==> config.mk <==
export PLATFORM = sky130hd
export DESIGN_NAME = averaged_three_level_alarm
export DESIGN_NICKNAME = d
export VERILOG_FILES = /design/src/hdl/atla_pkg.sv /design/src/hdl/averaged_three_level_alarm.sv /design/src/hdl/atla_level.sv
export VERILOG_INCLUDE_DIRS = /design/src /design/src/hdl
export SDC_FILE = /design/constraint.sdc
export NUM_CORES = 1
export LEC_CHECK = 0
export BUFFER_PORTS_ARGS = -buffer_cell sky130_fd_sc_hd__buf_4
export CORE_ASPECT_RATIO = 0.7
export CORE_MARGIN = 2
export CORE_UTILIZATION = 50
export CTS_CLUSTER_SIZE = 8
export DETAILED_ROUTE_END_ITERATION = 16
export PLACE_DENSITY_LB_ADDON = 0.05
export SYNTH_ARGS = -nofsm -noshare
export SYNTH_HDL_FRONTEND = slang
export SYNTH_SLANG_ARGS = --single-unit
==> constraint.sdc <==
create_clock -name i_clk -period 7.2 [get_ports i_clk]
set_clock_uncertainty 0.2 [all_clocks]
set_input_delay 0.72 -clock i_clk [delete_from_list [all_inputs] [get_ports i_clk]]
set_output_delay 0.72 -clock i_clk [all_outputs]
set_load 0.05 [all_outputs]
==> src/hdl/assert_macros.svh <==
// assertion helpers shared by the rtl files
`ifndef ASSERT_MACROS_SVH
`define ASSERT_MACROS_SVH

`ifndef SYNTHESIS

`define ASSERT_PROP(label, clk, rst_n, prop, msg) \
    label: assert property (@(posedge clk) disable iff (!rst_n) prop) else $error(msg);

`define ASSERT_NEVER(label, clk, rst_n, cond, msg) \
    label: assert property (@(posedge clk) disable iff (!rst_n) !(cond)) else $error(msg);

`else

`define ASSERT_PROP(label, clk, rst_n, prop, msg)
`define ASSERT_NEVER(label, clk, rst_n, cond, msg)

`endif

`endif

==> src/hdl/atla_pkg.sv <==
package atla_pkg;

    localparam int SAMPLE_W = 10;
    localparam int SUM_W    = 16;
    localparam int LED_W    = 8;
    localparam int CFG_IDX_W = 2;

    // fixed-point reciprocal for the block average
    localparam int RECIP_SHIFT = 23;
    localparam int RECIP_W     = 24;
    localparam int PROD_W      = SUM_W + RECIP_W;

    typedef enum logic [1:0] {
        LVL_NORMAL  = 2'd0,
        LVL_WARNING = 2'd1,
        LVL_ALARM   = 2'd2
    } t_level;

    localparam logic [CFG_IDX_W-1:0] CFG_WARN_RISE  = 2'd0;
    localparam logic [CFG_IDX_W-1:0] CFG_WARN_FALL  = 2'd1;
    localparam logic [CFG_IDX_W-1:0] CFG_ALARM_RISE = 2'd2;
    localparam logic [CFG_IDX_W-1:0] CFG_ALARM_FALL = 2'd3;

    localparam logic [SAMPLE_W-1:0] RST_WARN_RISE  = 10'd410;
    localparam logic [SAMPLE_W-1:0] RST_WARN_FALL  = 10'd307;
    localparam logic [SAMPLE_W-1:0] RST_ALARM_RISE = 10'd818;
    localparam logic [SAMPLE_W-1:0] RST_ALARM_FALL = 10'd716;

    localparam logic [LED_W-1:0] LED_FULL = 8'd255;
    localparam logic [LED_W-1:0] LED_MID  = 8'd120;
    localparam logic [LED_W-1:0] LED_LOW  = 8'd100;
    localparam logic [LED_W-1:0] LED_OFF  = 8'd0;

    typedef struct packed {
        logic [SAMPLE_W-1:0] warn_rise;
        logic [SAMPLE_W-1:0] warn_fall;
        logic [SAMPLE_W-1:0] alarm_rise;
        logic [SAMPLE_W-1:0] alarm_fall;
    } t_thresholds;

endpackage

==> src/hdl/averaged_three_level_alarm.sv <==
// averaged three-level alarm
//
// s_axis carries one 10-bit converter sample per transaction (tdata[9:0]).
// Samples are summed in blocks of SAMPLES; the last sample of a block yields
// one m_axis transaction with the floor average, the new level (normal,
// warning, alarm, moved with hysteresis against four thresholds), two relay
// drive bits and three led pwm values. Other samples yield nothing.
// Thresholds are written through the cfg port (index 0..3) while idle; the
// user must keep to this, the block itself does not enforce it.
// After the last sample of a block is taken, the result passes the registered
// stages accumulate, reciprocal multiply and level update before m_axis.
// One sample is taken every cycle unless m_axis stalls; the stages move
// together, so the rate is set by the output register alone.
// Reset clears the sum, the count, the level (normal), all stage valids and
// loads the default thresholds. When m_axis_tready is low with a result
// waiting, every stage holds and s_axis_tready drops until it is taken.
`include "assert_macros.svh"

module averaged_three_level_alarm #(
    parameter int SAMPLES = 60
) (
    input  logic                            i_clk,
    input  logic                            i_rst_n,
    // sample[9:0]
    input  logic                            s_axis_tvalid,
    output logic                            s_axis_tready,
    input  logic [15:0]                     s_axis_tdata,
    // average[9:0], level[11:10], relay_one_drive[12], relay_two_drive[13],
    // led_red[21:14], led_green[29:22], led_blue[37:30]
    output logic                            m_axis_tvalid,
    input  logic                            m_axis_tready,
    output logic [39:0]                     m_axis_tdata,
    input  logic                            i_cfg_wr_en,
    input  logic [atla_pkg::CFG_IDX_W-1:0]  i_cfg_addr,
    input  logic [atla_pkg::SAMPLE_W-1:0]   i_cfg_wdata
);

    localparam int CNT_W = (SAMPLES > 1) ? $clog2(SAMPLES) : 1;
    localparam logic [CNT_W-1:0] CNT_LAST = CNT_W'(SAMPLES - 1);
    localparam logic [atla_pkg::RECIP_W-1:0] RECIP =
        atla_pkg::RECIP_W'((64'd1 << atla_pkg::RECIP_SHIFT) / SAMPLES + 1);

    atla_pkg::t_thresholds r_thr;

    logic [atla_pkg::SUM_W-1:0]     r_sum;
    logic [CNT_W-1:0]               r_count;
    logic                           r_a_valid;
    logic [atla_pkg::SUM_W-1:0]     r_a_sum;
    logic                           r_b_valid;
    logic [atla_pkg::SAMPLE_W-1:0]  r_b_avg;
    logic                           r_out_valid;
    logic [atla_pkg::SAMPLE_W-1:0]  r_out_avg;
    atla_pkg::t_level               r_out_level;

    logic                           w_adv;
    logic                           w_accept;
    logic                           w_last;
    logic [atla_pkg::SUM_W-1:0]     w_sum_next;
    logic [atla_pkg::PROD_W-1:0]    w_prod;
    atla_pkg::t_level               w_next_level;
    logic                           w_relay_one;
    logic                           w_relay_two;
    logic [atla_pkg::LED_W-1:0]     w_led_red;
    logic [atla_pkg::LED_W-1:0]     w_led_green;

    assign w_adv      = !r_out_valid || m_axis_tready;
    assign w_accept   = s_axis_tvalid && w_adv;
    assign w_last     = (r_count == CNT_LAST);
    assign w_sum_next = r_sum + atla_pkg::SUM_W'(s_axis_tdata[atla_pkg::SAMPLE_W-1:0]);
    assign w_prod     = atla_pkg::PROD_W'(r_a_sum) * atla_pkg::PROD_W'(RECIP);

    // threshold registers
    always_ff @(posedge i_clk) begin
        if (!i_rst_n) begin
            r_thr.warn_rise  <= atla_pkg::RST_WARN_RISE;
            r_thr.warn_fall  <= atla_pkg::RST_WARN_FALL;
            r_thr.alarm_rise <= atla_pkg::RST_ALARM_RISE;
            r_thr.alarm_fall <= atla_pkg::RST_ALARM_FALL;
        end else if (i_cfg_wr_en) begin
            unique case (i_cfg_addr)
                atla_pkg::CFG_WARN_RISE:  r_thr.warn_rise  <= i_cfg_wdata;
                atla_pkg::CFG_WARN_FALL:  r_thr.warn_fall  <= i_cfg_wdata;
                atla_pkg::CFG_ALARM_RISE: r_thr.alarm_rise <= i_cfg_wdata;
                atla_pkg::CFG_ALARM_FALL: r_thr.alarm_fall <= i_cfg_wdata;
                default:                  r_thr <= r_thr;
            endcase
        end
    end

    // accumulator
    always_ff @(posedge i_clk) begin
        if (!i_rst_n) begin
            r_sum   <= '0;
            r_count <= '0;
        end else if (w_accept) begin
            if (w_last) begin
                r_sum   <= '0;
                r_count <= '0;
            end else begin
                r_sum   <= w_sum_next;
                r_count <= r_count + 1'b1;
            end
        end
    end

    // pipeline control
    always_ff @(posedge i_clk) begin
        if (!i_rst_n) begin
            r_a_valid   <= 1'b0;
            r_b_valid   <= 1'b0;
            r_out_valid <= 1'b0;
        end else if (w_adv) begin
            r_a_valid   <= w_accept && w_last;
            r_b_valid   <= r_a_valid;
            r_out_valid <= r_b_valid;
        end
    end

    // pipeline payload
    always_ff @(posedge i_clk) begin
        if (w_adv) begin
            r_a_sum     <= w_sum_next;
            r_b_avg     <= w_prod[atla_pkg::RECIP_SHIFT +: atla_pkg::SAMPLE_W];
            r_out_avg   <= r_b_avg;
            r_out_level <= w_next_level;
        end
    end

    atla_level u_level (
        .i_clk        (i_clk),
        .i_rst_n      (i_rst_n),
        .i_en         (w_adv),
        .i_avg_valid  (r_b_valid),
        .i_avg        (r_b_avg),
        .i_thr        (r_thr),
        .o_next_level (w_next_level)
    );

    always_comb begin
        unique case (r_out_level)
            atla_pkg::LVL_WARNING: begin
                w_relay_one = 1'b0;
                w_relay_two = 1'b1;
                w_led_red   = atla_pkg::LED_MID;
                w_led_green = atla_pkg::LED_MID;
            end
            atla_pkg::LVL_ALARM: begin
                w_relay_one = 1'b1;
                w_relay_two = 1'b0;
                w_led_red   = atla_pkg::LED_LOW;
                w_led_green = atla_pkg::LED_FULL;
            end
            default: begin
                w_relay_one = 1'b1;
                w_relay_two = 1'b1;
                w_led_red   = atla_pkg::LED_FULL;
                w_led_green = atla_pkg::LED_OFF;
            end
        endcase
    end

    assign s_axis_tready = w_adv;
    assign m_axis_tvalid = r_out_valid;
    assign m_axis_tdata  = {2'b00, atla_pkg::LED_FULL, w_led_green, w_led_red,
                            w_relay_two, w_relay_one, r_out_level, r_out_avg};

    `ASSERT_PROP(a_block_restarts, i_clk, i_rst_n, (w_accept && w_last) |=> (r_count == '0 && r_sum == '0 && r_a_valid), "block did not restart after its last sample")
    `ASSERT_PROP(a_result_from_pipe, i_clk, i_rst_n, $rose(r_out_valid) |-> $past(r_b_valid), "result without a block average")
    `ASSERT_NEVER(a_relays_exclusive, i_clk, i_rst_n, r_out_valid && !w_relay_one && !w_relay_two, "both relays driven low")

endmodule

==> src/hdl/atla_level.sv <==
`include "assert_macros.svh"

module atla_level (
    input  logic                           i_clk,
    input  logic                           i_rst_n,
    input  logic                           i_en,
    input  logic                           i_avg_valid,
    input  logic [atla_pkg::SAMPLE_W-1:0]  i_avg,
    input  atla_pkg::t_thresholds          i_thr,
    output atla_pkg::t_level               o_next_level
);

    atla_pkg::t_level r_level;
    atla_pkg::t_level n_level;

    always_ff @(posedge i_clk) begin
        if (!i_rst_n) begin
            r_level <= atla_pkg::LVL_NORMAL;
        end else if (i_en && i_avg_valid) begin
            r_level <= n_level;
        end
    end

    always_comb begin
        unique case (r_level)
            atla_pkg::LVL_WARNING: begin
                if (i_avg > i_thr.alarm_rise) begin
                    n_level = atla_pkg::LVL_ALARM;
                end else if (i_avg < i_thr.warn_fall) begin
                    n_level = atla_pkg::LVL_NORMAL;
                end else begin
                    n_level = atla_pkg::LVL_WARNING;
                end
            end
            atla_pkg::LVL_ALARM: begin
                if (i_avg < i_thr.warn_fall) begin
                    n_level = atla_pkg::LVL_NORMAL;
                end else if (i_avg < i_thr.alarm_fall) begin
                    n_level = atla_pkg::LVL_WARNING;
                end else begin
                    n_level = atla_pkg::LVL_ALARM;
                end
            end
            default: begin
                if (i_avg > i_thr.alarm_rise) begin
                    n_level = atla_pkg::LVL_ALARM;
                end else if (i_avg > i_thr.warn_rise) begin
                    n_level = atla_pkg::LVL_WARNING;
                end else begin
                    n_level = atla_pkg::LVL_NORMAL;
                end
            end
        endcase
    end

    assign o_next_level = n_level;

    `ASSERT_PROP(a_level_moves_on_avg, i_clk, i_rst_n, !$stable(r_level) |-> $past(i_en && i_avg_valid), "level changed without an average")
    `ASSERT_PROP(a_no_skip_normal_alarm, i_clk, i_rst_n, (r_level == atla_pkg::LVL_NORMAL && i_en && i_avg_valid && i_avg <= i_thr.warn_rise && i_avg <= i_thr.alarm_rise) |=> r_level == atla_pkg::LVL_NORMAL, "normal left below both rise levels")
    `ASSERT_NEVER(a_level_code_known, i_clk, i_rst_n, r_level != atla_pkg::LVL_NORMAL && r_level != atla_pkg::LVL_WARNING && r_level != atla_pkg::LVL_ALARM, "level holds an unused code")

endmodule

==> impl_metrics.ini, run 1 <==
[outcome]
outcome = complete, no violations

[worst_hold_path]
hp-class = register to register
min_from = r_thr[5]$_SDFFE_PN0P_
whs_endpoint = r_thr[5]$_SDFFE_PN0P_
hold-path-cell-count = 2

[yosys]
synth-main-ff-cell = dfxtp_1
ys_warn_count = 0
syn_area_per_cell_um2 = 9.68
synth_compound_area_frac = 0.139
yosysSeqAreaShare = 0.301
synth_edf_count = 38
muxShareOfSynthArea = 0
synth-seq-cells = 105
async_reset_ff_frac = 0
synthXorXnorAreaFrac = 0.0276
synth_cell_types = 55
synth-simple-area-share = 0.107
syn_area_um2 = 8260
syn_inst = 853
synth_fa_ha_area_frac = 0.333
synth_top_family_by_area = adder cells

[critical_path]
path_cells = inv_1 -> ha_1 -> ha_1 -> or2_2 -> fa_1 -> inv_1 -> fa_1 -> fa_1 -> inv_1 -> fa_1 -> ha_1 -> nand2_1 -> o21ai_2 -> o21ai_0 -> nor3_2 -> o31ai_4 -> a2111oi_2 -> nor2_1 -> xnor2_1
r2r_start = r_a_sum[14]$_DFFE_PN_
reg2reg_depth = 19
end_kind = register
timing.critical_path.mode_cell = fa_1
r2r_setup_slack_ps = 1670
start_kind = register
crit_path_max_incr_delay_ps = 530
critPathRequiredTime_ps = 7110
slowest_stage = a2111oi_2
critical-path-top-delay-family = adder cells
crit_fanout = 5
worst-path-buf-inv = 3
arrival_ps = 5450
worstSetupPathType = register to register
timing.rr.end = r_b_avg[8]$_DFFE_PN_

[detailed_routing]
drt-vias-per-instance = 5.29
detail_route.first_pass.iterations = 5
routedWlPerCell_um = 15.9
antenna_left = 0
drt_first_iter_violations = 368
drcViolationCount = 0
wirelength_um = 17800
vias = 5920

[timing]
max_slew_margin = 0.298
hold_viol_final = 0
finalSetupTns_ps = 0
worstMarginPinSlew_ps = 1050
setup_violations = 0
finalCritPeriodShare = 0.769
fmax_mhz = 181
finalCriticalPeriod_ps = 5530
final-max-slew-violation-count = 0
rsz0062_at_grt = no

[cells_and_area]
areaGrowthSynthToFinish_pct = 9.80
mostFrequentLayoutCells = ha_1, inv_1, nand2_1
final_nets = 1122
design_area_um2 = 9070
drive_above_1_share = 0.106
final_cells = 1119
final_common_cell = ha_1
antennaDiodeCount = 0

[placement]
dp_hpwl_um = 14000
portBuffers = 56
place_inst = 1103
gp_congestion = 0.857
dpl_cell_area_um2 = 8760

[grt]
grt_pass1_wl_um = 29300
gr-usage-all-layers = 0.214
grt-ovfl-total = 0
grt_max_degree = 67
grt_antenna_before_repair = 0
grt_pass1_vias = 5786

[floorplanning]
die_w_um = 158
fp.coreArea_um2 = 16200
std_cell_rows = 39
floorplan.initialDensity = 0.508
die_height_um = 112
floorplan.die_area_um2 = 17600
ios = 75

[cts]
postCtsHoldBufs = 0
clkTransAtPathRegs_ps = 80
cts_setup_buffers = 0
clkLatencyLatePin_ps = 360
numCtsBuffers = 9
cts_resized = 0
htree_num_levels = 3
cts_tree = yes
root_buffer = clkbuf_16
cts_buffer_depth = 2
clock-sinks = 105

[power_and_ir_drop]
powerDensity_nw_per_um2 = 313
ir_worst_vdd_uv = 171
power.leakage_nw = 4.50

[job]
maxCapViolCount = 0
-- Yosys cell counts (all sizes together) (11+ instances only) --
cell type  count  area [um2]
ha           167        2090
a21o          21         158
xnor2         17         149
a21oi         28         151
fa            33         661
edfxtp        38        1140
nand3         12        60.1
a21boi        30         229
nor2b         11        68.8
o21ai         29         153
nor2          23        86.3
dfxtp         67        1340
o211ai        23         173
nand4         11        68.8
buf           26         193
clkbuf        17        63.8
inv          132         495
nand2         83         312
-- registers in the layout (all words and copies together), names as in the netlist --
register / count
m_axis_tvalid: 1
r_a_sum: 16
r_a_valid: 1
r_b_avg: 10
r_b_valid: 1
r_count: 6
r_out_avg: 10
r_out_level: 2
r_sum: 16
r_thr: 40
u_level.r_level: 2
-- cell families after synthesis --
kind of cell    after synthesis
buf+inv                     176
compound gates              161
simple gates                183
xor+xnor                     26
other cells                   2
fa+ha+maj                   200
flops                       105
-- metrics by stage --
stage	power, mW	setup WS (ps)	hold WS [ps]	util
floorplan	1.90	2120	242	-
global placement	2.27	1740	253	0.539
detailed placement	2.33	1680	258	0.539
CTS	2.86	1650	270	0.558
global route	3.15	1260	295	0.558
finish	2.84	1670	265	0.558
-- layer usage --
layer	up-vias	GRT usage	share of wire
li1	2947	-	-
met4	0	0.0497	0.012
met5	-	0	0
met3	15	0.0370	0.057
met1	2827	0.339	0.54
met2	131	0.302	0.39
-- power by group --
part / internal (mW) / total, mW / switching (mW) / leakage, nW
Combinational: 0.661 / 1.54 / 0.882 / 3.37
Clock: 0.255 / 0.502 / 0.247 / 0.151
Sequential: 0.702 / 0.793 / 0.0915 / 0.981
Total: 1.62 / 2.84 / 1.22 / 4.50
-- how the worst max path moves through the flow --
stage	startpoint	endpoint	slack (ps)	cells after the start
2_1_floorplan	r_a_sum[14]$_DFFE_PN_	r_b_avg[8]$_DFFE_PN_	2120	19
3_3_place_gp	r_a_sum[14]$_DFFE_PN_	r_b_avg[8]$_DFFE_PN_	1740	19
3_5_place_dp	r_a_sum[14]$_DFFE_PN_	r_b_avg[8]$_DFFE_PN_	1680	19
4_1_cts	r_a_sum[14]$_DFFE_PN_	r_b_avg[8]$_DFFE_PN_	1650	19
5_1_grt	r_a_sum[14]$_DFFE_PN_	r_b_avg[8]$_DFFE_PN_	1260	19
6_report	r_a_sum[14]$_DFFE_PN_	r_b_avg[8]$_DFFE_PN_	1670	19
-- cell type report --
type | count | area (um2)
inverter | 133 | 499
multi-input combinational | 582 | 5060
tap | 225 | 282
sequential | 105 | 2480
clock inverter | 6 | 70.1
fill | 1462 | 7180
timing repair buffer | 58 | 435
clock buffer | 10 | 239
-- worst register-to-register path, stage by stage (launching register included) --
cell and delay (ps):
edfxtp_1 440, inv_1 70, ha_1 200, ha_1 160, or2_2 290, fa_1 480, inv_1 50, fa_1 480
fa_1 430, inv_1 80, fa_1 420, ha_1 330, nand2_1 80, o21ai_2 160, o21ai_0 200, nor3_2 300
o31ai_4 130, a2111oi_2 530, nor2_1 120, xnor2_1 140
Power figures use the tool's default switching activity.
==> run 2: changes to the inputs <==
--- a/config.mk
+++ b/config.mk
@@ -6,6 +6,7 @@
 export SDC_FILE = /design/constraint.sdc
 export NUM_CORES = 1
 export LEC_CHECK = 0
+export ABC_AREA = 1
 export BUFFER_PORTS_ARGS = -buffer_cell sky130_fd_sc_hd__buf_4
 export CORE_ASPECT_RATIO = 0.7
 export CORE_MARGIN = 2
==> constraint.sdc (replaced) <==
create_clock -name i_clk -period 5.18 [get_ports i_clk]
set_clock_uncertainty 0.2 [all_clocks]
set_input_delay 0.518 -clock i_clk [delete_from_list [all_inputs] [get_ports i_clk]]
set_output_delay 0.518 -clock i_clk [all_outputs]
set_load 0.05 [all_outputs]
==> run 2 against run 1 <==
Compared with the run above:
- setup slack worse by 1200 ps
- global-route usage up 1.4 points
- design area up 10%
- die area up 10%
- non-clock buffer count up 5
- utilization down 0.18 points
- critical path depth unchanged
- clock power up 39%
- sequential cell count unchanged
- critical endpoint is now r_b_avg[5]$_DFFE_PN_
- largest power group unchanged
==> impl_metrics.ini, run 2 <==
[grt]
grt_pass1_wl_um = 34300
grt_max_degree = 41
grt-ovfl-total = 0
grt_antenna_before_repair = 0
grt_pass1_vias = 6701
gr-usage-all-layers = 0.229

[critical_path]
start_kind = register
slowest_stage = fa_1
end_kind = register
reg2reg_depth = 19
timing.rr.end = r_b_avg[5]$_DFFE_PN_
worstSetupPathType = register to register
path_cells = inv_1 -> ha_1 -> ha_1 -> or2_2 -> fa_1 -> inv_1 -> fa_1 -> fa_1 -> inv_1 -> fa_1 -> ha_1 -> nand2_1 -> inv_1 -> a21oi_1 -> o21ai_0 -> a21boi_2 -> nand2_1 -> nand2_1 -> nand2_1
crit_fanout = 5
worst-path-buf-inv = 4
arrival_ps = 4670
critical-path-top-delay-family = adder cells
r2r_start = r_a_sum[14]$_DFFE_PN_
r2r_setup_slack_ps = 420
critPathRequiredTime_ps = 5090
crit_path_max_incr_delay_ps = 480

[timing]
finalSetupTns_ps = 0
final-max-slew-violation-count = 0
rsz0062_at_grt = no
setup_violations = 0
finalCriticalPeriod_ps = 4760
finalCritPeriodShare = 0.920
fmax_mhz = 210
hold_viol_final = 0
max_slew_margin = 0.413
worstMarginPinSlew_ps = 875

[cells_and_area]
final_nets = 1427
final_cells = 1435
largest_register_ffs = 40
drive_above_1_share = 0.0826
nFillCells = 1761
mostFrequentLayoutCells = nand2_1, inv_1, ha_1
areaGrowthSynthToFinish_pct = 9.57
final_common_cell = nand2_1
seq_area_um2 = 2480
regMostFlops = r_thr
largest_registers = r_thr x40, r_a_sum x16, r_sum x16
antennaDiodeCount = 0
multi_input_comb_area_um2 = 5630

[power_and_ir_drop]
powerDensity_nw_per_um2 = 535
finalPower_mw = 5.34
power.leakage_nw = 5.31
ir_worst_vdd_uv = 403

[floorplanning]
die_w_um = 165
die_height_um = 117
std_cell_rows = 41
floorplan.initialDensity = 0.508
ios = 75
fp.coreArea_um2 = 18000
floorplan.die_area_um2 = 19300

[yosys]
synth-main-ff-cell = dfxtp_1
synth_top_area_frac = 0.229
yosysSeqAreaShare = 0.272
synth_cell_types = 41
synth_area_leaders = ha_1, dfxtp_1, edfxtp_1, nand2_1, inv_1
yosys-top-cells-count = nand2_1, inv_1, ha_1
synth-seq-cells = 105
yosys.area.top_type = ha_1
synth.most_common_cell = nand2_1
syn_area_um2 = 9110
ys_warn_count = 0
synth_edf_count = 38
async_reset_ff_frac = 0
syn_area_per_cell_um2 = 7.94
syn_inst = 1148

[cts]
clock-sinks = 105
clkLatencyLatePin_ps = 360
numCtsBuffers = 9
cts_tree = yes
cts_buffer_depth = 2
root_buffer = clkbuf_16
clkTransAtPathRegs_ps = 80
cts_setup_buffers = 0
postCtsHoldBufs = 0
cts_resized = 0
htree_num_levels = 3

[detailed_routing]
routedWlPerCell_um = 14.4
vias = 7263
detail_route.first_pass.iterations = 6
antenna_left = 0
drt_first_iter_violations = 469
drcViolationCount = 0
wirelength_um = 20600
drt-vias-per-instance = 5.06

[job]
maxCapViolCount = 0

[placement]
gp_congestion = 0.912
place_inst = 1419
portBuffers = 56
dp_hpwl_um = 17100

[outcome]
outcome = complete, no violations

[worst_hold_path]
hold-path-cell-count = 3
whs_endpoint = r_thr[2]$_SDFFE_PN1P_
hp-class = primary input to register
min_from = i_cfg_wdata[2]
[run 2: cell count changes after synthesis, moves of 22 or more]
cell | previous run | this run
inv_1 | 132 | 205
a21oi_1 | 25 | 84
nand2_1 | 83 | 229
nor2_1 | 23 | 72
a21boi_0 | 26 | 0
o21ai_0 | 26 | 48
nand3_1 | 12 | 46
[run 2: final cells by class]
class / instances / share of cell area
clock buffer: 9 / 0.0226
sequential: 105 / 0.249
tap: 236 / 0.0296
timing repair buffer: 63 / 0.0474
multi-input combinational: 805 / 0.564
inverter: 210 / 0.0789
clock inverter: 7 / 0.00865
[run 2: cell families after synthesis]
family,after synthesis,synth area share
adder cells (fa/ha/maj),200,0.302
XOR/XNOR,11,0.0114
AO/OA/AOI/OAI,173,0.107
other,2,0.000824
AND/OR/NAND/NOR,409,0.193
flip-flops,105,0.272
buffers and inverters,248,0.113
[run 2: stage by stage]
step           area (um2)   util  setup slack, ps  hold slack (ps)
4_1_cts              9980  0.556              433              198
6_report             9980  0.556              416              209
3_5_place_dp         9670  0.539              443              252
2_1_floorplan        9150      -              732              226
3_3_place_gp         9670  0.539              484              243
5_1_grt              9980  0.556              113              203
[run 2: report_power, final]
group          leakage (nW)  total, mW  switching [mW]  internal, mW
clock                 0.150      0.699           0.353         0.346
sequential            0.983       1.09           0.109         0.980
combinational          4.18       3.55            2.28          1.28
total                  5.31       5.34            2.74          2.60
[run 2: how the worst max path moves through the flow]
stage | to | startpoint | slack [ps] | cells after the start
finish | r_b_avg[5]$_DFFE_PN_ | r_a_sum[14]$_DFFE_PN_ | 420 | 19
detailed placement | r_b_avg[5]$_DFFE_PN_ | r_a_sum[14]$_DFFE_PN_ | 440 | 19
global placement | r_b_avg[9]$_DFFE_PN_ | r_a_sum[13]$_DFFE_PN_ | 480 | 17
floorplan | r_b_avg[5]$_DFFE_PN_ | r_a_sum[14]$_DFFE_PN_ | 730 | 19
CTS | r_b_avg[5]$_DFFE_PN_ | r_a_sum[14]$_DFFE_PN_ | 430 | 19
global route | r_b_avg[8]$_DFFE_PN_ | r_a_sum[14]$_DFFE_PN_ | 110 | 17
[run 2: tightest hold or removal path, cell delays in order]
cell and delay, ps:
buf_4 100, a21oi_1 60, o21ai_0 60
[run 2: per-layer routing]
layer	vias up	global-route usage	wire length (um)
met5	-	0	0
met4	0	0.0339	108
met3	9	0.0514	1220
met2	142	0.310	7500
met1	3296	0.370	11800
li1	3816	-	-
